`config.mk`:
```
export PLATFORM = sky130hd
export DESIGN_NAME = tcfd_back_flat
export DESIGN_NICKNAME = d
export VERILOG_FILES = /design/src/rtl/tcfd_pkg.sv /design/src/rtl/tcfd_if.sv /design/src/rtl/tcfd_back.sv /design/src/flat_wrapper.sv
export SDC_FILE = /design/constraint.sdc
export NUM_CORES = 2
export LEC_CHECK = 0
export BUFFER_PORTS_ARGS = -buffer_cell sky130_fd_sc_hd__buf_4
export CAP_MARGIN = 15
export CELL_PAD_IN_SITES_DETAIL_PLACEMENT = 1
export CELL_PAD_IN_SITES_GLOBAL_PLACEMENT = 1
export CORE_ASPECT_RATIO = 2
export CORE_MARGIN = 2
export CORE_UTILIZATION = 28
export CTS_BUF_LIST = sky130_fd_sc_hd__clkbuf_16
export CTS_CLUSTER_DIAMETER = 120
export CTS_CLUSTER_SIZE = 10
export DETAILED_ROUTE_END_ITERATION = 16
export GPL_ROUTABILITY_DRIVEN = 0
export PLACE_DENSITY = 0.61
export REMOVE_ABC_BUFFERS = 1
export SYNTH_ARGS = -nofsm -noshare
export SYNTH_HDL_FRONTEND = slang
export SYNTH_SLANG_ARGS = --single-unit
```
`constraint.sdc`:
```
create_clock -name clk -period 14.2 [get_ports clk]
set_input_delay 0.71 -clock clk [delete_from_list [all_inputs] [get_ports clk]]
set_output_delay 0.71 -clock clk [all_outputs]
set_load 0.05 [all_outputs]
```
`src/rtl/tcfd_pkg.sv`:
```
`default_nettype none
package tcfd_pkg;
	localparam int BATCH_SIZE_DEF = 10;
	localparam int LVL_W = 15;
	localparam int GUARD_JUMP = 60;
	localparam int LOW_SUM = 50;
	localparam logic KIND_MEASURE = 1'b0;
	localparam logic KIND_CAL = 1'b1;

	typedef struct packed {
		logic       kind;
		logic       running;
		logic [7:0] m_l;
		logic [7:0] m_r;
		logic [7:0] m_m;
	} batch_t;

	typedef struct packed {
		logic signed [7:0] deviation_out;
		logic [14:0]       left_level;
		logic [14:0]       right_level;
		logic [14:0]       middle_level;
		logic              low_signal;
	} result_t;

	typedef struct packed {
		logic       kind;
		logic [7:0] left_sample;
		logic [7:0] right_sample;
		logic [7:0] middle_sample;
		logic       running;
	} sample_t;

	typedef enum logic [3:0] {
		B_IDLE, B_NORM, B_NDIV, B_GUARD, B_ROOT, B_SQR, B_QDIV, B_TRY, B_CMP,
		B_FILT, B_FDIV, B_CLAMP, B_OUT
	} back_state_t;
endpackage
`default_nettype wire

```
`src/rtl/tcfd_if.sv`:
```
`default_nettype none


interface tcfd_out_if;
	logic valid;
	logic ready;
	tcfd_pkg::result_t payload;
	modport source (output valid, output payload, input ready);
	modport sink (input valid, input payload, output ready);
endinterface
`default_nettype wire

```
`src/rtl/tcfd_back.sv`:
```
`default_nettype none
module tcfd_back (
	input  wire logic              clk,
	input  wire logic              arst_n,
	input  wire logic              bias_we,
	input  wire logic signed [7:0] bias_wdata,
	input  wire tcfd_pkg::batch_t  batch,
	input  wire logic              batch_valid,
	output logic                   batch_ready,
	tcfd_out_if.source             out_ch
);
	import tcfd_pkg::*;

	back_state_t st_q, st_d;
	logic signed [7:0] bias_q;
	logic [7:0] mn_q [3];
	logic [7:0] mx_q [3];
	logic [14:0] prev_q [3];
	logic [14:0] lev_q [3];
	logic signed [7:0] pdev_q;
	logic guard_q;
	batch_t b_q;
	logic [1:0] ch_q;
	logic [14:0] num_q;
	logic [7:0] den_q;
	logic [14:0] quo_q;
	logic [3:0] bit_q;
	logic [16:0] sum_q;
	logic [16:0] s1;
	logic [16:0] a_q;
	logic neg_q;
	logic [9:0] n_q;
	logic [24:0] sa_q;
	logic [49:0] dsq_q;
	logic [17:0] rem_q;
	logic [5:0] dcnt_q;
	logic [27:0] u_q;
	logic signed [12:0] fnum_q;
	logic [8:0] fq_q;
	result_t res_q;
	logic ov_q;

	logic [7:0] mch, mnc, mxc;
	always_comb begin
		unique case (ch_q)
			2'd0: mch = b_q.m_l;
			2'd1: mch = b_q.m_r;
			default: mch = b_q.m_m;
		endcase
		mnc = mn_q[ch_q];
		mxc = mx_q[ch_q];
	end

	assign s1 = sum_q + 17'd1;
	assign batch_ready = (st_q == B_IDLE);
	assign out_ch.valid = ov_q;
	assign out_ch.payload = res_q;

	always_comb begin
		st_d = st_q;
		unique case (st_q)
			B_IDLE: if (batch_valid && batch.kind == KIND_MEASURE) st_d = B_NORM;
			B_NORM: begin
				if (mnc < mch && mxc > mnc) st_d = B_NDIV;
				else if (ch_q == 2'd2) st_d = B_GUARD;
			end
			B_NDIV: begin
				if (bit_q == 4'd0) st_d = (ch_q == 2'd2) ? B_GUARD : B_NORM;
			end
			B_GUARD: st_d = B_ROOT;
			B_ROOT: st_d = B_SQR;
			B_SQR: st_d = B_QDIV;
			B_QDIV: if (dcnt_q == 6'd0) st_d = B_TRY;
			B_TRY: st_d = B_CMP;
			B_CMP: st_d = (bit_q == 4'd0) ? B_FILT : B_TRY;
			B_FILT: st_d = B_FDIV;
			B_FDIV: st_d = B_CLAMP;
			B_CLAMP: st_d = B_OUT;
			B_OUT: if (!ov_q) st_d = B_IDLE;
			default: st_d = B_IDLE;
		endcase
	end

	always_ff @(posedge clk or negedge arst_n) begin
		if (!arst_n) st_q <= B_IDLE;
		else st_q <= st_d;
	end

	logic [10:0] cand;
	assign cand = {1'b0, n_q} | (11'd1 << bit_q);

	always_ff @(posedge clk or negedge arst_n) begin
		if (!arst_n) begin
			bias_q <= '0;
			guard_q <= 1'b0;
			pdev_q <= '0;
			ov_q <= 1'b0;
			for (int c = 0; c < 3; c++) begin
				mn_q[c] <= 8'd255;
				mx_q[c] <= 8'd0;
				prev_q[c] <= '0;
			end
		end else begin
			if (bias_we) bias_q <= bias_wdata;
			if (out_ch.valid && out_ch.ready) ov_q <= 1'b0;
			unique case (st_q)
				B_IDLE: if (batch_valid) begin
					b_q <= batch;
					ch_q <= '0;
					if (batch.kind == KIND_CAL) begin
						if (mx_q[0] < batch.m_l) mx_q[0] <= batch.m_l;
						if (mn_q[0] > batch.m_l) mn_q[0] <= batch.m_l;
						if (mx_q[1] < batch.m_r) mx_q[1] <= batch.m_r;
						if (mn_q[1] > batch.m_r) mn_q[1] <= batch.m_r;
						if (mx_q[2] < batch.m_m) mx_q[2] <= batch.m_m;
						if (mn_q[2] > batch.m_m) mn_q[2] <= batch.m_m;
					end
				end
				B_NORM: begin
					if (mnc >= mch) begin
						lev_q[ch_q] <= 15'd1;
					end else if (mxc <= mnc) begin
						lev_q[ch_q] <= 15'd100 * 15'(mch - mnc);
					end else begin
						num_q <= 15'd100 * 15'(mch - mnc);
						den_q <= mxc - mnc;
						quo_q <= '0;
						bit_q <= 4'd14;
					end
					if ((mnc >= mch || mxc <= mnc) && ch_q != 2'd2) ch_q <= ch_q + 1'b1;
				end
				B_NDIV: begin
					if ((num_q >> bit_q) >= 15'(den_q)) begin
						num_q <= num_q - (15'(den_q) << bit_q);
						quo_q[bit_q] <= 1'b1;
					end
					if (bit_q == 4'd0) begin
						lev_q[ch_q] <= ((num_q >> bit_q) >= 15'(den_q)) ?
							(quo_q | 15'd1) : quo_q;
						if (ch_q != 2'd2) ch_q <= ch_q + 1'b1;
					end else begin
						bit_q <= bit_q - 1'b1;
					end
				end
				B_GUARD: begin
					logic g;
					logic [14:0] l [3];
					g = guard_q | b_q.running;
					guard_q <= g;
					for (int c = 0; c < 3; c++) begin
						l[c] = lev_q[c];
						if (g && ((prev_q[c] >= lev_q[c]) ?
							(prev_q[c] - lev_q[c]) : (lev_q[c] - prev_q[c])) >=
							15'(GUARD_JUMP))
							l[c] = prev_q[c];
						lev_q[c] <= l[c];
					end
					sum_q <= 17'(l[0]) + 17'(l[1]) + 17'(l[2]);
					neg_q <= l[1] < l[0];
					a_q <= 17'((l[1] >= l[0]) ? (l[1] - l[0]) : (l[0] - l[1]));
					n_q <= '0;
					bit_q <= 4'd9;
				end
				B_ROOT: sa_q <= 25'(a_q) * 25'd1000;
				B_SQR: begin
					dsq_q <= 50'(sa_q) * 50'(sa_q);
					rem_q <= '0;
					dcnt_q <= 6'd49;
				end
				// shift (1000*a)^2 through a restoring divide by s+1, quotient fills dsq_q
				B_QDIV: begin
					logic [17:0] r2;
					r2 = {rem_q[16:0], dsq_q[49]};
					if (r2 >= 18'(s1)) begin
						rem_q <= r2 - 18'(s1);
						dsq_q <= {dsq_q[48:0], 1'b1};
					end else begin
						rem_q <= r2;
						dsq_q <= {dsq_q[48:0], 1'b0};
					end
					dcnt_q <= dcnt_q - 1'b1;
				end
				B_TRY: u_q <= 28'(cand) * 28'(s1);
				B_CMP: begin
					if (56'(u_q) * 56'(u_q) <= 56'(dsq_q))
						n_q <= cand[9:0];
					if (bit_q != 4'd0) bit_q <= bit_q - 1'b1;
				end
				B_FILT: begin
					logic signed [12:0] dv;
					dv = (neg_q ? -13'(n_q) : 13'(n_q)) + 13'(bias_q);
					fnum_q <= 13'(pdev_q) * 13'sd2 + dv * 13'sd8;
				end
				B_FDIV: begin
					logic [12:0] mag;
					mag = fnum_q[12] ? 13'(-fnum_q) : 13'(fnum_q);
					fq_q <= 9'((26'(mag) * 26'd6554) >> 16);
				end
				B_CLAMP: begin
					logic signed [12:0] f;
					f = fnum_q[12] ? -13'(fq_q) : 13'(fq_q);
					if (f > 13'sd100) f = 13'sd100;
					if (f < -13'sd100) f = -13'sd100;
					pdev_q <= 8'(f);
					for (int c = 0; c < 3; c++) prev_q[c] <= lev_q[c];
					res_q <= '{deviation_out: 8'(f), left_level: lev_q[0],
						right_level: lev_q[1], middle_level: lev_q[2],
						low_signal: sum_q < 17'(LOW_SUM)};
					ov_q <= 1'b1;
				end
				default: ;
			endcase
		end
	end
endmodule
`default_nettype wire

```
`src/flat_wrapper.sv`:
```
// flat-port wrapper written by rule: the top's interface ports become plain ports
module tcfd_back_flat import tcfd_pkg::*;
  (clk, arst_n, bias_we, bias_wdata, batch, batch_valid, batch_ready, out_ch_valid, out_ch_payload, out_ch_ready);
  tcfd_out_if out_ch_i ();
  input  wire logic clk;
  input  wire logic arst_n;
  input  wire logic bias_we;
  input  wire logic signed [7:0] bias_wdata;
  input  wire tcfd_pkg::batch_t batch;
  input  wire logic batch_valid;
  output logic batch_ready;
  output wire logic [$bits(out_ch_i.valid)-1:0] out_ch_valid;
  output wire logic [$bits(out_ch_i.payload)-1:0] out_ch_payload;
  input wire logic [$bits(out_ch_i.ready)-1:0] out_ch_ready;
  assign out_ch_valid = out_ch_i.valid;
  assign out_ch_payload = out_ch_i.payload;
  assign out_ch_i.ready = out_ch_ready;
  tcfd_back u_core (.clk(clk), .arst_n(arst_n), .bias_we(bias_we), .bias_wdata(bias_wdata), .batch(batch), .batch_valid(batch_valid), .batch_ready(batch_ready), .out_ch(out_ch_i));
endmodule
```
* Yosys cells after proc, flatten, opt, wreduce, memory -nomap -nowiden
Memory sizes are Yosys's and may differ from the RTL's.
Cells that the tools add are included.
** Cells by class
- Reductions and logical operators :: 45
- Add/subtract/negate cells :: 23
- Order comparisons :: 27
- Shift operators :: 3
- Equal/unequal tests :: 29
- Bitwise operators :: 9
- Multiplexer cells :: 79
- Multiply operators :: 6
** Operators by type and width (number)
- $mux W15 :: 18
- $sub A15 B15 Y15 :: 7
- $pmux W50 S2 :: 1
- $ge A15 B15 Y1 :: 4
- $pmux W15 S2 :: 2
- $le A56 B50 Y1 :: 1
- $mul A28 B28 Y56 :: 1
- $mux W13 :: 4
- $pmux W4 S13 :: 1
- $ge A15 B6 Y1 const B :: 3
- $mul A22 B22 Y44 :: 1
- $mux W4 :: 11
- $mux W8 :: 5
- $mux W17 :: 2
- $pmux W17 S2 :: 1
- $bmux W8 S2 :: 2
- $gt A8 B8 Y1 :: 4
- $lt A8 B8 Y1 :: 4
- $sub A15 B15 Y16 :: 2
- $mul A11 B17 Y28 :: 1
- $reduce_and A4 Y1 :: 7
- $mul A13 B12 Y24 const B :: 1
- $mul A17 B7 Y22 const B :: 1
- $eq A4 B4 Y1 const B :: 5
- other kinds (64) :: 132
** Storage, ports and cells
- Logic and storage cells :: 261
- RAM bits :: 45
- Memories kept :: 1
- Output and inout bits :: 56
- Flip-flop bits (word level) :: 428
** Memories
- u_core.lev_q :: words 3, width 15, read ports 3, clocked after memory_dff 0, write ports 3, line tcfd_back.sv:19 : logic [14:0] lev_q [3];

* Logic depth before layout (Yosys ltp)
- Depth after elaboration :: 13
- Depth in mapped cells :: 41
- Gate-level depth less buffers :: 39

* Worst setup path after synthesis
No wires, ideal clock.
- Path type :: reg-to-reg
- Start :: reg u_core.u_q[21]
- End :: reg u_core.n_q[0], enable pin
- Arrival :: 9.845 ns
- Required time :: 13.863 ns
- Clock period less this slack :: 10.181 ns
- Slack :: 4.019 ns
- Cell stages (with the launch flop) :: 38
- Cells stage by stage :: edfxtp_1 > clkbuf_1 > clkbuf_1 > nand2_1 > fa_1 > inv_1 > fa_1 > fa_1 > fa_1 > fa_1 > fa_1 > inv_1 > fa_1 > inv_1 > ha_1 > clkbuf_1 > a21o_1 > o21bai_1 > [2 not listed] > and3_1 > o2111ai_1 > a221oi_1 > o221ai_1 > nor2_1 > xnor2_1 > ha_1 > nand2_1 > nor2_1 > a2111oi_0 > nor2_1 > or3_1 > a2111oi_0 > a31oi_1 > a2111oi_0 > nand3_1 > a2111oi_0 > a21o_1
** Between the ends
- Longest elaborated chain between the ends :: 4
** RTL lines
- from (decl) :: line tcfd_back.sv:37 : logic [27:0] u_q;
- from (signal assigned) :: line tcfd_back.sv:183 : B_TRY: u_q <= 28'(cand) * 28'(s1);
- $mul A28 B28 Y56 :: line tcfd_back.sv:185 : if (56'(u_q) * 56'(u_q) <= 56'(dsq_q))
- $le A56 B50 Y1 :: line tcfd_back.sv:185
- $ne A2 B1 Y1 (no line)
- $reduce_and A3 Y1 (no line)
- to (signal assigned) :: line tcfd_back.sv:186 : n_q <= cand[9:0];
- to (decl) :: line tcfd_back.sv:32 : logic [9:0] n_q;
Every way passes these cells.
A chain may end at the register's enable or synchronous reset.

* Worst setup path in the final report
- Start :: reg u_core.u_q[19]
- End :: reg u_core.n_q[9], enable pin
Same word-level chain as after synthesis.

==> metrics list <==
- Quantity of hold-fixing buffers added after cts: 1
- Counting flops with a built-in enable in the synthesized netlist gives 356.
- Clock tree synthesis found a total of 471 sinks.
* Total half-perimeter wirelength after legalization and detailed placement: 236,100 um
- Post-synthesis cell type count: 112
- Relative to the synthesized area, the layout overhead comes to 8.514%.
- In the synthesized netlist the async set-or-reset flop fraction comes to 24.42%.
* Classification of the worst setup path: reg2reg
* Portion of the clock cycle consumed by the worst path in the final layout: 86.71%
* Post-synthesis register bit count: 471
- The initial antenna violation count came to 2.
- I/O pin cnt: 95
* Final Hold Viols: 0
- After synthesis, the largest area contributor takes up 30.05% of total cell area.
* Total global routing track utilization: 19.20%
* Count of buffering cells on the critical path with inverters included: 7
- The flow ran to the end, and the final reports show no timing, DRC or antenna violations.
- TritonCTS clock tree: yes
- Number of design rule violations left after detail routing: 0
- The worst setup path is launched from a flip-flop.
* Avg Inst Size Synth: 9.444 um^2
- The library cell used most frequently in the layout, excluding fill and tap cells, is sky130_fd_sc_hd__inv_1.
- Die footprint: 291,100 um^2
- Clock Skew: 0.03285 ns
- The detail route stage leaves a number of antenna-violating nets equal to 0.
- In this run the tightest slew margin relative to its limit is 17.32%.
- # Post-CTS Setup Buffers: 0
* Overflow left after global routing: 0
- Cell with the biggest individual delay on the critical path: sky130_fd_sc_hd__edfxtp_1
- Maximum number of pins on one net before global-route repair: 89
- The largest single stage delay on the critical path is 0.90 ns.
- Clock transition time at the flip-flop clock pins of the worst setup and hold paths: 0.08 ns
- Leaving out fill and tap cells, the most frequent cells in the layout are 1,912 x sky130_fd_sc_hd__inv_1, 1,204 x sky130_fd_sc_hd__fa_1, 925 x sky130_fd_sc_hd__ha_1.
* Drt via density: 4.904
* Final routed wirelength across all metal layers: 279,100 um
- Most area-consuming cells after synthesis: sky130_fd_sc_hd__fa_1 30%, sky130_fd_sc_hd__ha_1 14%, sky130_fd_sc_hd__edfxtp_1 13%, sky130_fd_sc_hd__inv_1 8.7%, sky130_fd_sc_hd__nand2_1 3.6%
* Clock Tree Buf Depth: 3
- Counting I/O delays and the setup requirement, the final critical path takes 12.31 ns.
- Die W: 382.5 um
* Count of input and output buffers: 94
- CP delay by family, top: adder cells
- The first global-routing pass estimated 423,400 um of wire.
* Violation count after the first detailed-routing iteration: 2,124
* Number of nets in the layout: 10,655
- Setup violations remaining at the end of the flow were counted as 0.
* Largest area contributor in the netlist: sky130_fd_sc_hd__fa_1
- The number of pins with negative max-slew slack in the final report is 0.
- Setup repair after global routing left no endpoint under its margin.
- Data arrival, critical path: 12.61 ns
- In this run the number of H-tree levels came out at 2.
- Setup TNS Final: 0 ns
- Core Area: 285,900 um^2
- At the worst endpoint, the required time is 14.50 ns.
- Before antenna repair, the detailed router went through 5 iterations.
- Max Fclk: 81.21 MHz
- The tool flagged a number of max-cap violations equal to 0.
- Sequential fraction of the synthesis area: 16.95%
- Ys flop type: sky130_fd_sc_hd__edfxtp_1
- Clock insertion delay at the later pin of the skew report: 0.69 ns
- In the synthesized netlist, the number of instances is 8,495.
- Fill count: 33,247
- The cell that appears most often on the critical path is sky130_fd_sc_hd__fa_1.
- In this run the cell area of the synthesized design comes to 80,220 um^2.
- Initial standard-cell utilization of the core: 28.06%
- Number of core rows: 278
- Vias post-DR: 60,378
- Critical Path Sink Type: flip-flop
* Post-CTS Resized: 0
- Of the cells placed in the final design, the portion with a size suffix greater than 1 is 5.474%.
- In this run the worst path has a maximum fanout of 14.
* Number of global-route vias before repair: 71,029
* Class of the tightest hold or removal check: in2reg
- The die is 761.0 um tall.
- Root buf cell: sky130_fd_sc_hd__clkbuf_16
- Yosys warning count: 0
- Dividing the detail-routed wire length by the instance count gives 22.66 um.
* Number of buffers inserted during clock tree synthesis: 53
* Transition at the pin with the smallest max-transition slack: 1.240 ns
-- kinds of logic after synthesis --
group	after synthesis	share of synthesized area, %
AOI/OAI and AO/OA	1212	10.00
xor gates and xnor gates	321	3.505
adders and majority gates	2129	44.47
buffers and inverters	2151	10.21
DFF	471	16.95
muxes	226	3.116
and+or+nand+nor	1985	11.74
-- layer usage --
layer	share of wire, %	track usage [%]
met4	12	18.54
met3	2.1	1.428
met2	56	38.51
met1	30	16.04
met5	0	0
-- synthesized netlist by cell type, types with 29 or more instances --
cell and instances:
sky130_fd_sc_hd__a211oi_1 43, sky130_fd_sc_hd__a21o_1 153, sky130_fd_sc_hd__a21oi_1 339, sky130_fd_sc_hd__a31oi_1 41, sky130_fd_sc_hd__and2_1 276, sky130_fd_sc_hd__and3_1 42
sky130_fd_sc_hd__clkbuf_1 238, sky130_fd_sc_hd__dfrtp_1 91, sky130_fd_sc_hd__edfxtp_1 356, sky130_fd_sc_hd__fa_1 1204, sky130_fd_sc_hd__ha_1 925, sky130_fd_sc_hd__inv_1 1869
sky130_fd_sc_hd__mux2_2 73, sky130_fd_sc_hd__mux2i_1 129, sky130_fd_sc_hd__nand2_1 760, sky130_fd_sc_hd__nand2b_1 58, sky130_fd_sc_hd__nand3_1 89, sky130_fd_sc_hd__nand4_1 68
sky130_fd_sc_hd__nor2_1 412, sky130_fd_sc_hd__nor2b_1 76, sky130_fd_sc_hd__nor3_1 82, sky130_fd_sc_hd__o21a_1 44, sky130_fd_sc_hd__o21ai_0 243, sky130_fd_sc_hd__o21bai_1 43
sky130_fd_sc_hd__o31ai_1 29, sky130_fd_sc_hd__or3_1 32, sky130_fd_sc_hd__xnor2_1 208, sky130_fd_sc_hd__xor2_1 113
-- state kept, by name, summed over array words and instances, names as in the netlist, 2 cells and up --
name / cells
u_core.out_ch.payload: 54
u_core.dsq_q: 50
u_core.lev_q: 45
u_core.prev_q: 45
u_core.u_q: 28
u_core.b_q: 25
u_core.mn_q: 24
u_core.mx_q: 24
u_core.sa_q: 22
u_core.rem_q: 17
u_core.sum_q: 17
u_core.a_q: 16
u_core.num_q: 15
u_core.quo_q: 15
u_core.fnum_q: 12
u_core.n_q: 10
u_core.fq_q: 9
u_core.bias_q: 8
u_core.den_q: 8
u_core.pdev_q: 8
u_core.dcnt_q: 6
u_core.bit_q: 4
u_core.st_q: 4
u_core.ch_q: 2
-- worst paths after layout --
check	from	to	slack, ns	cells after the start
worst max-delay path	u_core.u_q[19]	u_core.n_q[9]	1.89	36
worst min-delay path	batch[24]	u_core.b_q[24]	0.21	1
worst max register to register	u_core.u_q[19]	u_core.n_q[9]	1.89	36
worst min register to register	u_core.pdev_q[1]	u_core.fnum_q[2]	0.46	0
max in group asynchronous	arst_n	u_core.prev_q[40]	12.27	3
min in group asynchronous	arst_n	u_core.mx_q[17]	0.52	2
-- metrics by stage --
step	setup WS (ns)	cell area, um^2	util, %	hold slack (ns)	instances
floorplan	4.098	79070	-	0.4144	8221
global placement	2.065	85490	29.90	0.4404	12211
detailed placement	1.939	85490	29.90	0.4524	12211
CTS	1.877	87050	30.45	0.1737	12312
global route	1.090	87050	30.45	0.2052	12313
finish	1.887	87050	30.45	0.2149	12313
-- final cells by class --
cell class,count,area (um^2),area share (%)
diodes,1,2.502,0.002875
clock buffers,53,1326,1.524
clock inverters,47,229.0,0.2630
repair buffers,211,1590,1.827
inverters,1877,7047,8.095
multi-input cells,5873,58530,67.24
flip-flops and latches,471,13600,15.62
well taps,3780,4730,5.433
Power is not shown: default switching activity piles up to over one toggle a cycle in this logic, so the estimate is an artifact.
