==> config.mk <==
export PLATFORM = sky130hd
export DESIGN_NAME = tcfd_front_flat
export DESIGN_NICKNAME = d
export VERILOG_FILES = /design/src/rtl/tcfd_pkg.sv /design/src/rtl/tcfd_if.sv /design/src/rtl/tcfd_front.sv /design/src/flat_wrapper.sv
export SDC_FILE = /design/constraint.sdc
export NUM_CORES = 1
export LEC_CHECK = 0
export BUFFER_PORTS_ARGS = -buffer_cell sky130_fd_sc_hd__buf_2
export CORE_MARGIN = 8
export CORE_UTILIZATION = 60
export DETAILED_ROUTE_END_ITERATION = 6
export PLACE_DENSITY = 0.77
export REMOVE_ABC_BUFFERS = 1
export SLEW_MARGIN = 20
export SYNTH_ARGS = -nofsm -noshare
export SYNTH_HDL_FRONTEND = slang
export SYNTH_SLANG_ARGS = --single-unit
==> constraint.sdc <==
create_clock -name clk -period 5.4 [get_ports clk]
set_clock_uncertainty 0.1 [all_clocks]
set_input_delay 0.27 -clock clk [delete_from_list [all_inputs] [get_ports clk]]
set_output_delay 0.27 -clock clk [all_outputs]
set_load 0.01 [all_outputs]
==> src/rtl/tcfd_pkg.sv <==
`default_nettype none
package tcfd_pkg;
	localparam int BATCH_SIZE_DEF = 10;
	localparam int LVL_W = 15;
	localparam int GUARD_JUMP = 60;
	localparam int LOW_SUM = 50;
	localparam logic KIND_MEASURE = 1'b0;
	localparam logic KIND_CAL = 1'b1;

	typedef struct packed {
		logic       kind;
		logic       running;
		logic [7:0] m_l;
		logic [7:0] m_r;
		logic [7:0] m_m;
	} batch_t;

	typedef struct packed {
		logic signed [7:0] deviation_out;
		logic [14:0]       left_level;
		logic [14:0]       right_level;
		logic [14:0]       middle_level;
		logic              low_signal;
	} result_t;

	typedef struct packed {
		logic       kind;
		logic [7:0] left_sample;
		logic [7:0] right_sample;
		logic [7:0] middle_sample;
		logic       running;
	} sample_t;

	typedef enum logic [3:0] {
		B_IDLE, B_NORM, B_NDIV, B_GUARD, B_ROOT, B_SQR, B_QDIV, B_TRY, B_CMP,
		B_FILT, B_FDIV, B_CLAMP, B_OUT
	} back_state_t;
endpackage
`default_nettype wire

==> src/rtl/tcfd_if.sv <==
`default_nettype none
interface tcfd_in_if;
	logic valid;
	logic ready;
	tcfd_pkg::sample_t payload;
	modport source (output valid, output payload, input ready);
	modport sink (input valid, input payload, output ready);
endinterface

`default_nettype wire

==> src/rtl/tcfd_front.sv <==
`default_nettype none
module tcfd_front #(
	parameter int BATCH_SIZE = tcfd_pkg::BATCH_SIZE_DEF
) (
	input  wire logic           clk,
	input  wire logic           arst_n,
	tcfd_in_if.sink             in_ch,
	output tcfd_pkg::batch_t    batch,
	output logic                batch_valid,
	input  wire logic           batch_ready
);
	import tcfd_pkg::*;
	localparam int CW = $clog2(BATCH_SIZE + 1);
	localparam int IW = $clog2(BATCH_SIZE);
	localparam int MID = BATCH_SIZE / 2;

	logic [7:0] store_q [3][BATCH_SIZE];
	logic [CW-1:0] cnt_q;
	logic [IW-1:0] pass_q;
	logic sorting_q, avg_q, kind_q, run_q;
	logic [9:0] sum_q [3];
	logic [1:0] ai_q;
	logic [7:0] mean_q [3];
	logic out_v_q;

	assign in_ch.ready = !sorting_q && !avg_q && !out_v_q;
	assign batch_valid = out_v_q;
	assign batch = '{kind: kind_q, running: run_q, m_l: mean_q[0], m_r: mean_q[1],
		m_m: mean_q[2]};

	// odd-even transposition sort: one compare-swap rank per cycle
	always_ff @(posedge clk or negedge arst_n) begin
		if (!arst_n) begin
			cnt_q <= '0;
			sorting_q <= 1'b0;
			avg_q <= 1'b0;
			out_v_q <= 1'b0;
			pass_q <= '0;
			ai_q <= '0;
		end else begin
			if (in_ch.valid && in_ch.ready) begin
				store_q[0][cnt_q[IW-1:0]] <= in_ch.payload.left_sample;
				store_q[1][cnt_q[IW-1:0]] <= in_ch.payload.right_sample;
				store_q[2][cnt_q[IW-1:0]] <= in_ch.payload.middle_sample;
				kind_q <= in_ch.payload.kind;
				run_q <= in_ch.payload.running;
				if (cnt_q == CW'(BATCH_SIZE - 1)) begin
					cnt_q <= '0;
					sorting_q <= 1'b1;
					pass_q <= '0;
				end else begin
					cnt_q <= cnt_q + 1'b1;
				end
			end
			if (sorting_q) begin
				for (int c = 0; c < 3; c++)
					for (int i = 0; i + 1 < BATCH_SIZE; i++)
						if ((i & 1) == int'(pass_q[0]) &&
							store_q[c][i] > store_q[c][i+1]) begin
							store_q[c][i] <= store_q[c][i+1];
							store_q[c][i+1] <= store_q[c][i];
						end
				if (pass_q == IW'(BATCH_SIZE - 1)) begin
					sorting_q <= 1'b0;
					avg_q <= 1'b1;
					ai_q <= '0;
				end else begin
					pass_q <= pass_q + 1'b1;
				end
			end
			if (avg_q) begin
				if (ai_q == 2'd0) begin
					for (int c = 0; c < 3; c++)
						sum_q[c] <= 10'(store_q[c][MID-1]) + 10'(store_q[c][MID])
							+ 10'(store_q[c][MID+1]);
					ai_q <= 2'd1;
				end else begin
					for (int c = 0; c < 3; c++)
						mean_q[c] <= 8'((20'(sum_q[c]) * 20'd683) >> 11);
					avg_q <= 1'b0;
					out_v_q <= 1'b1;
				end
			end
			if (out_v_q && batch_ready)
				out_v_q <= 1'b0;
		end
	end
endmodule
`default_nettype wire

==> src/flat_wrapper.sv <==
// flat-port wrapper written by rule: the top's interface ports become plain ports
module tcfd_front_flat import tcfd_pkg::*;
#(
	parameter int BATCH_SIZE = tcfd_pkg::BATCH_SIZE_DEF
)
  (clk, arst_n, batch, batch_valid, batch_ready, in_ch_valid, in_ch_payload, in_ch_ready);
  tcfd_in_if in_ch_i ();
  input  wire logic clk;
  input  wire logic arst_n;
  output tcfd_pkg::batch_t batch;
  output logic batch_valid;
  input  wire logic batch_ready;
  input wire logic [$bits(in_ch_i.valid)-1:0] in_ch_valid;
  input wire logic [$bits(in_ch_i.payload)-1:0] in_ch_payload;
  output wire logic [$bits(in_ch_i.ready)-1:0] in_ch_ready;
  assign in_ch_i.valid = in_ch_valid;
  assign in_ch_i.payload = in_ch_payload;
  assign in_ch_ready = in_ch_i.ready;
  tcfd_front #(.BATCH_SIZE(BATCH_SIZE)) u_core (.clk(clk), .arst_n(arst_n), .in_ch(in_ch_i), .batch(batch), .batch_valid(batch_valid), .batch_ready(batch_ready));
endmodule
# --- Word-level counts from Yosys, hierarchy flattened ---
# Memories as Yosys holds them, arrays and structs flattened.
# Cells that the tools add are included.
word_totals:
  ff_bits: 15
  ramBits: 294
  output_inout_bits: 28
  wordCells: 1100
  n_memories: 3
op_classes:
  addsub: 8
  mul: 3
  magnitude_cmp: 29
  n_eq_ne: 3
  mux: 543
  bitwise: 434
  reduce_logical: 69
memory_table:
  columns: ["name", "depth", "width", "rd", "rd_ports_with_merged_regs", "write_ports", "line_no", "rtl"]
  rows:
  - ["u_core.store_q", 3, 80, 3, 0, 3, "tcfd_front.sv:17", "logic [7:0] store_q [3][BATCH_SIZE];"]
  - ["u_core.sum_q", 3, 10, 3, 0, 3, "tcfd_front.sv:21", "logic [9:0] sum_q [3];"]
  - ["u_core.mean_q", 3, 8, 3, 0, 3, "tcfd_front.sv:23", "logic [7:0] mean_q [3];"]
op_table:
  columns: ["cell", "count"]
  rows:
  - ["2-to-1 mux 1 bit", 531]
  - ["bitwise OR 1 bit", 432]
  - ["> comparator 8 bit", 27]
  - ["2-to-1 mux 80 bit", 1]
  - ["logical AND 1 bit", 62]
  - ["multiplier 10 x 10 -> 19 bit (second input constant)", 3]
  - ["demux 8 bit (select 4 bit)", 1]
  - ["adder 10 x 8 -> 10 bit", 3]
  - ["adder 8 x 8 -> 9 bit", 3]
  - ["2-to-1 mux 4 bit", 5]
  - ["adder 4 x 1 -> 4 bit (second input constant)", 2]
  - ["equality test 4 bit (second input constant)", 2]
  - ["2-to-1 mux 2 bit", 4]
  - ["2-to-1 mux 8 bit", 1]
  - [">= comparator 5 bit (second input constant)", 1]
  - ["less-than comparator 5 x 1 -> 1 bit (second input constant)", 1]
  - ["inverter 4 -> 5 bit", 1]
  - ["AND reduction 2 bit", 2]
  - ["zero test 1 bit", 3]
  - ["zero test 2 bit", 1]
  - ["!= test 2 bit (second input constant)", 1]
  - ["nonzero test 2 bit", 1]
  - ["inverter 1 bit", 1]

# --- Depth between registers and ports, before layout ---
# Gate-level depths: netlist (run 1).
depth:
  depth_word: 9
  ltp_mapped: 18

# --- Worst setup path before layout (run 1) ---
# OpenSTA, ideal clock, no wires.
synth_path:
  path_kind: "reg-to-reg"
  start: "memory u_core.sum_q[1][6], in the netlist u_core.sum_q[0][16]"
  end: "memory u_core.mean_q[1][7], in the netlist u_core.mean_q[0][15], data pin"
  setup_time_ns: 0.260
  arrival_time_ns: 4.505
  t_required_ns: 5.040
  slack_ns: 0.535
  stages_incl_launch_ff: 17
  synth_period_minus_slack_ns: 4.865
  cell_sequence: "edfxtp_1 ha_1 ha_1 fa_1 inv_1 fa_1 fa_1 inv_1 ha_1 nor3_1 nand2_1 o21a_1 a41o_1 or4_1 a31o_2 a21oi_1 xnor2_1"
synth_rtl:
  columns: ["element", "line_no"]
  rows:
  - ["start, declared", "tcfd_front.sv:21"]
  - ["end, declared", "tcfd_front.sv:23"]

==> results.ini, run 1 <==
[die]
floorplan.initialDensity_pct=60.5
die_y_um=224
die_w_um=224
pin_count=58
rows=76
dieArea_um2=50100
core_um2=42800

[synth]
synth_flop_cell=edfxtp_1
synth-seq-area-share_pct=35.6
synthArstFlopShare_pct=4.21
synth.distinct_cells=61
synth_cells=2657
ys_warn_count=0
synth_area_um2=25900
avgSynthCellArea_um2=9.74
synth-seq-cells=309
synth_edf_count=296

[sta]
hold_viol_final=0
finalSetupTns_ns=0
finalSetupViolations=0
min_period_over_period_pct=94.8
period_needed_ns=5.12
finalMaxSlewViolations=0
rsz0062_at_grt=no
worst_pin_slew_ns=1.08
fmax_mhz=195
max-slew-margin-rel_pct=27.8
whs_ns=0.0232

[setup_path]
worstPathArrival_ns=5.32
crit_fanout=4
slowest_delay_ns=0.54
r2r_slack_ns=0.28
timing.rr.end=u_core.mean_q[0][5]
path_cells=ha_1 -> ha_1 -> inv_1 -> fa_1 -> inv_1 -> fa_1 -> inv_1 -> fa_1 -> inv_1 -> ha_1 -> a21oi_1 -> a21oi_1 -> a221o_1 -> o41ai_2 -> buf_4 -> o21bai_1 -> a211oi_1 -> nor2_1
timing.rr.start=u_core.sum_q[0][7]
r2r_cells=18
critical_path_class=reg2reg
endpoint=u_core.mean_q[0][5]
critPathLaunchType=flop
cp_common_cell=inv_1
crit_path_end_kind=flop
cp.required_ns=5.60
slowest_stage=fa_1
crit_start=u_core.sum_q[0][7]

[clocking]
clock_latency_ns=0.58
cts.sinks=309
clk_pin_slew_ns=0.06
cts_made_buffers=37
cts_buffer_depth=3
cts_root_buf=clkbuf_16
cts_tree=yes
htree_levels=2

[placed_design]
dp_hpwl_mm=48.1
portBuffers=57
dpl_cell_area_um2=26600
place_congestion=0.908

[drt]
avgViaCountPerCell=6.19
wl_per_cell_um=19.4
drc_errors=0
dr.first_iter.drc_count=1799
antenna_left=0
totalWireLength_mm=63.6
num_vias=20300
drt-pass1-iter-count=6

[grt]
grt_max_degree=81
grt_use_total_pct=24.8
grt_antenna_before_repair=0
overflow=0
grt_pass1_wl_mm=101
grt_pass1_vias=20300

[cells_and_area]
finalInstanceArea_um2=27900
diodes=0
area_delta_synth_final_pct=7.91
fin_util_pct=65.3
drive_above_1_share_pct=7.76
regArea_um2=9210
nets=3244
multi_input_comb_area_um2=14900
nFillCells=3323

[status]
outcome=completed

[power]
power_frac_clock_pct=21.3
comb_power_share_pct=44.2
pwr_density_cell_nw_per_um2=393
power.internal_w=0.00660
ir_worst_vdd_mv=0.349
swShare_pct=39.9
total_power_w=0.0110
switching_power_w=0.00438
p_seq_share_pct=34.5
leakagePower_nw=12.9

[hold_path]
hp-class=in2reg

[flow_run]
max-cap-violations=0

[how the worst min path moves through the flow]
| stage | slack, ns | end | depth (start not counted) | startpoint |
|---|---|---|---|---|
| final | 0.02 | u_core.store_q[0][79] | 2 | in_ch_payload[24] |
| after global routing | 0.01 | u_core.store_q[0][79] | 2 | in_ch_payload[24] |
| after CTS | 0.009 | u_core.store_q[0][78] | 2 | in_ch_payload[23] |
| after detailed placement | 0.12 | u_core.batch_valid | 1 | arst_n |
| after global placement | 0.11 | u_core.batch_valid | 1 | arst_n |
| after floorplan | -0.13 | u_core.ai_q[0] | 0 | arst_n |
[Yosys cell counts, types with 6 or more instances]
library cell  number  area, µm²
a21o_1            20        150
a21oi_1          393       1970
a21oi_2            8       70.1
a22oi_1           57        428
and2_1             8       50.1
buf_1              7       26.3
buf_2             25        125
clkbuf_1          45        169
dfrtp_1           13        325
edfxtp_1         296       8890
fa_1              69       1380
ha_1             440       5510
inv_1            386       1450
mux2_2            28        315
nand2_1          124        465
nand2b_1           7       43.8
nand3_1           50        250
nand4_1          106        663
nor2_1           171        642
nor2b_1           38        238
nor3_1            18       90.1
nor3_4            12        195
o211ai_1          15        113
o211ai_2           6       75.1
o21a_1            17        128
o21ai_0          118        591
o21ai_2            6       52.6
o21ai_4            7        114
o21bai_1          17        128
o22ai_1            8       50.1
o31ai_1            9       67.6
or3_1              6       37.5
xnor2_1           54        473
xor2_1            13        114
[cells by family (layout without fill, tap and decap cells)]
logic type	count (synthesis)	count (layout)	synth area share, %
buffers and inverters	469	543	7.04
DFF	309	309	35.6
and+or+nand+nor	567	567	11.2
muxes	34	34	1.47
xor gates and xnor gates	67	67	2.27
adders and majority gates	509	509	26.6
AOI/OAI and AO/OA	702	702	15.9
[layer usage]
| layer | track usage [%] | up-vias | part of all wire (%) |
|---|---|---|---|
| li1 | - | 9601 | - |
| met1 | 31.3 | 9666 | 41 |
| met2 | 41.9 | 866 | 48 |
| met3 | 5.01 | 163 | 8.2 |
| met4 | 9.18 | 0 | 3.2 |
| met5 | 0 | - | 0 |
[cells in the final DEF (no fill, tap or decap), types with 8 or more instances in the layout]
cell and n:
a22oi_1 57, o21bai_1 17, ha_1 440, fa_1 69, nand2_1 123, edfxtp_1 296
and2_1 8, mux2_2 28, nor3_4 12, buf_4 17, nand3_1 50, clkbuf_16 37
buf_2 57, o21ai_0 118, clkbuf_1 9, a21oi_1 393, o22ai_1 8, xor2_1 13
o31ai_1 8, dfrtp_1 13, a21oi_2 8, dlygate4sd3_1 18, nand4_1 106, nor2b_1 38
nor2_1 169, o211ai_1 15, xnor2_1 54, inv_1 386, nor3_1 16, a21o_1 20
o21a_1 17
[cell type report]
cell class	count	share of cell area (%)
Multi-Input combinational cell	1879	53.3
Sequential cell	309	33.0
Inverter	386	5.19
Clock buffer	49	3.58
Tap cell	546	2.45
Timing Repair Buffer	92	2.12
Clock inverter	16	0.336
[metrics by stage]
stage | cells | setup WS (ns)
detailed placement | 3191 | 0.206
finish | 3277 | 0.283
CTS | 3274 | 0.174
global placement | 3191 | 0.334
floorplan | 2574 | -4.09
global route | 3277 | 0.0246
[registers in the layout, indices dropped and copies added, names as in the netlist]
name and cells:
u_core.kind_q 1, u_core.avg_q 1, u_core.run_q 1, u_core.mean_q 24, u_core.sum_q 30, u_core.cnt_q 4, u_core.store_q 240, u_core.pass_q 4
u_core.sorting_q 1, u_core.batch_valid 1, u_core.ai_q 2
[what timing repair did]
item / in CTS / in global routing
hold buffers: 18 / 0
hold endpoints to repair: 44 / 0
setup buffers: 0 / 3
endpoints found under the setup margin: 0 / 2
resized for setup: 0 / 2
[power by group through the flow]
stage | combinational [W] | sequential, W | clock (W)
after global routing | 0.00538 | 0.00382 | 0.00244
final | 0.00485 | 0.00379 | 0.00234
after global placement | 0.00449 | 0.00381 | 0
after floorplan | 0.00358 | 0.00370 | 0
after detailed placement | 0.00474 | 0.00382 | 0
after CTS | 0.00478 | 0.00378 | 0.00236
[worst max-delay path: cells and delay by family (launching register included)]
| kind | cells | cell delay, ns |
|---|---|---|
| adder cells (fa/ha/maj) | 6 | 2.47 |
| AO/OA/AOI/OAI | 6 | 1.31 |
| flip-flops | 1 | 0.48 |
| buffers and inverters | 5 | 0.40 |
| AND/OR/NAND/NOR | 1 | 0.08 |
Note: power is estimated with default switching activity, not from simulation.
==> inputs of run 2 (changes only) <==
--- a/config.mk
+++ b/config.mk
@@ -7,9 +7,9 @@
 export LEC_CHECK = 0
 export BUFFER_PORTS_ARGS = -buffer_cell sky130_fd_sc_hd__buf_2
 export CORE_MARGIN = 8
-export CORE_UTILIZATION = 60
+export CORE_UTILIZATION = 50
 export DETAILED_ROUTE_END_ITERATION = 6
-export PLACE_DENSITY = 0.77
+export PLACE_DENSITY = 0.66
 export REMOVE_ABC_BUFFERS = 1
 export SLEW_MARGIN = 20
 export SYNTH_ARGS = -nofsm -noshare
==> results.ini, run 2 (synthesis results as in run 1) <==
[grt]
grt_pass1_vias=20300  ; -0.22%
overflow=0  ; unchanged
grt_antenna_before_repair=1  ; +1
grt_max_degree=81  ; unchanged
grt_use_total_pct=21.7  ; -3.1 points
grt_pass1_wl_mm=106  ; +4.3%

[cells_and_area]
drive_above_1_share_pct=7.73  ; -0.037 points
nets=3244  ; unchanged
layout_commonest_cell=ha_1
regMostFlops=u_core.store_q
largest_registers=u_core.store_q x240, u_core.sum_q x30, u_core.mean_q x24
largest_reg_flops=240  ; unchanged
finalInstanceArea_um2=28300  ; +1.1%
fin_cells=3411  ; +4.1%
area_delta_synth_final_pct=9.14
diodes=0  ; unchanged
final_cell_mix=440 x ha_1, 393 x a21oi_1, 386 x inv_1

[clocking]
htree_levels=2  ; unchanged
clock_latency_ns=0.57  ; about the same
cts.sinks=309  ; unchanged
cts_made_buffers=39  ; +5.4%
cts_tree=yes
postCtsSetupBuffers=0  ; unchanged
clk_pin_slew_ns=0.05  ; about the same
cts_root_buf=clkbuf_16
cts_buffer_depth=3  ; unchanged

[setup_path]
slowest_stage=fa_1
slowest_delay_ns=0.55  ; about the same
worstPathArrival_ns=5.39  ; +0.07 ns
crit_fanout=4  ; unchanged
crit_path_end_kind=flop
cp.required_ns=5.60  ; about the same
critPathBufInv=2  ; -3
critical_path_class=reg2reg
path_cells=ha_1 -> ha_1 -> fa_1 -> inv_1 -> fa_1 -> fa_1 -> inv_1 -> ha_1 -> nor3_1 -> nand2_1 -> o21a_1 -> a41o_1 -> or4_1 -> a31o_2 -> a21oi_1 -> xnor2_1
critPathLaunchType=flop
cpLargestDelayFamily=adder cells

[power]
pwr_density_cell_nw_per_um2=399  ; +1.5%
p_seq_share_pct=33.7  ; -0.8 points
leakagePower_nw=12.9  ; +0.46%
ir_worst_vdd_mv=0.403  ; +16%
total_power_w=0.0113  ; +2.6%
comb_power_share_pct=43.0  ; -1.2 points
power_frac_clock_pct=23.3  ; +2.0 points
swShare_pct=39.0  ; -0.93 points
power.internal_w=0.00688  ; +4.2%
switching_power_w=0.00439  ; +0.26%

[sta]
period_needed_ns=5.19  ; +0.0767 ns
rsz0062_at_grt=no
max-slew-margin-rel_pct=26.3  ; -1.6 points
fmax_mhz=193  ; -1.5%
finalSetupViolations=0  ; unchanged
hold_viol_final=0  ; unchanged
min_period_over_period_pct=96.2  ; +1.4 points
worst_pin_slew_ns=1.11  ; +0.0235 ns
whs_ns=0.0219  ; -0.00131 ns
finalMaxSlewViolations=0  ; unchanged

[placed_design]
portBuffers=57  ; unchanged
dpl_cell_area_um2=26800  ; +0.65%
placed_cells=3325  ; +4.2%
dp_hpwl_mm=49.7  ; +3.3%
place_congestion=0.896  ; -1.3%

[drt]
dr.first_iter.drc_count=1607  ; -11%
totalWireLength_mm=65.0  ; +2.3%
antenna_left=0  ; unchanged
num_vias=20000  ; -1.3%
wl_per_cell_um=19.1  ; -1.8%
avgViaCountPerCell=5.87  ; -5.2%
drt-pass1-iter-count=5  ; -1
drc_errors=0  ; unchanged

[die]
pin_count=58  ; unchanged
die_y_um=244  ; +8.9%
rows=83  ; +9.2%
core_um2=51300  ; +20%
dieArea_um2=59300  ; +19%
floorplan.initialDensity_pct=50.5  ; -10 points
die_w_um=244  ; +8.9%

[status]
outcome=completed

[flow_run]
max-cap-violations=0  ; unchanged

[hold_path]
hp-class=in2reg

-- run 2: worst paths after layout --
kind | startpoint | endpoint | slack (ns) | cells after the start
max in group asynchronous | arst_n | u_core.cnt_q[3] | 4.81 | 2
min | in_ch_payload[23] | u_core.store_q[0][6] | 0.02 | 2
max reg2reg | u_core.sum_q[0][16] | u_core.mean_q[0][15] | 0.21 | 16
min reg2reg | u_core.ai_q[0] | u_core.ai_q[0] | 0.43 | 2
min in group asynchronous | arst_n | u_core.batch_valid | 0.07 | 2
max | u_core.sum_q[0][16] | u_core.mean_q[0][15] | 0.21 | 16
-- run 2: power by group through the flow --
stage	logic (W)	clock network, W	registers (W)
floorplan	0.00358	0	0.00370
global placement	0.00458	0	0.00382
detailed placement	0.00479	0	0.00383
CTS	0.00482	0.00268	0.00379
global route	0.00543	0.00276	0.00383
finish	0.00485	0.00262	0.00380
-- run 2: what timing repair did --
action                                  4_1_cts  5_1_grt
hold endpoints to repair                     46        0
gates resized for setup                       0        1
endpoints found under the setup margin        0        1
hold buffers                                 19        0
-- run 2: per-layer routing --
layer / track usage, % / share of wire [%] / up-vias
met5: 0 / 0 / -
met3: 2.96 / 6.0 / 129
met4: 7.36 / 3.0 / 0
met2: 36.2 / 47 / 607
met1: 29.0 / 44 / 9663
li1: - / - / 9626
-- run 2: final cells by class --
| class | instances | area, µm² |
|---|---|---|
| clock buffer | 55 | 1090 |
| timing repair buffer | 90 | 581 |
| fill | 4562 | 23000 |
| clock inverter | 12 | 171 |
| sequential | 309 | 9210 |
| multi-input combinational | 1879 | 14900 |
| inverter | 386 | 1450 |
| tap | 680 | 851 |
-- run 2: metrics by stage --
stage,setup WS (ns),setup TNS (ns),util [%]
after floorplan,-4.09,-596.97,-
after global placement,0.333,0,52.2
after detailed placement,0.216,0,52.2
after CTS,0.206,0,55.1
after global routing,0.00997,0,55.1
final,0.206,0,55.1
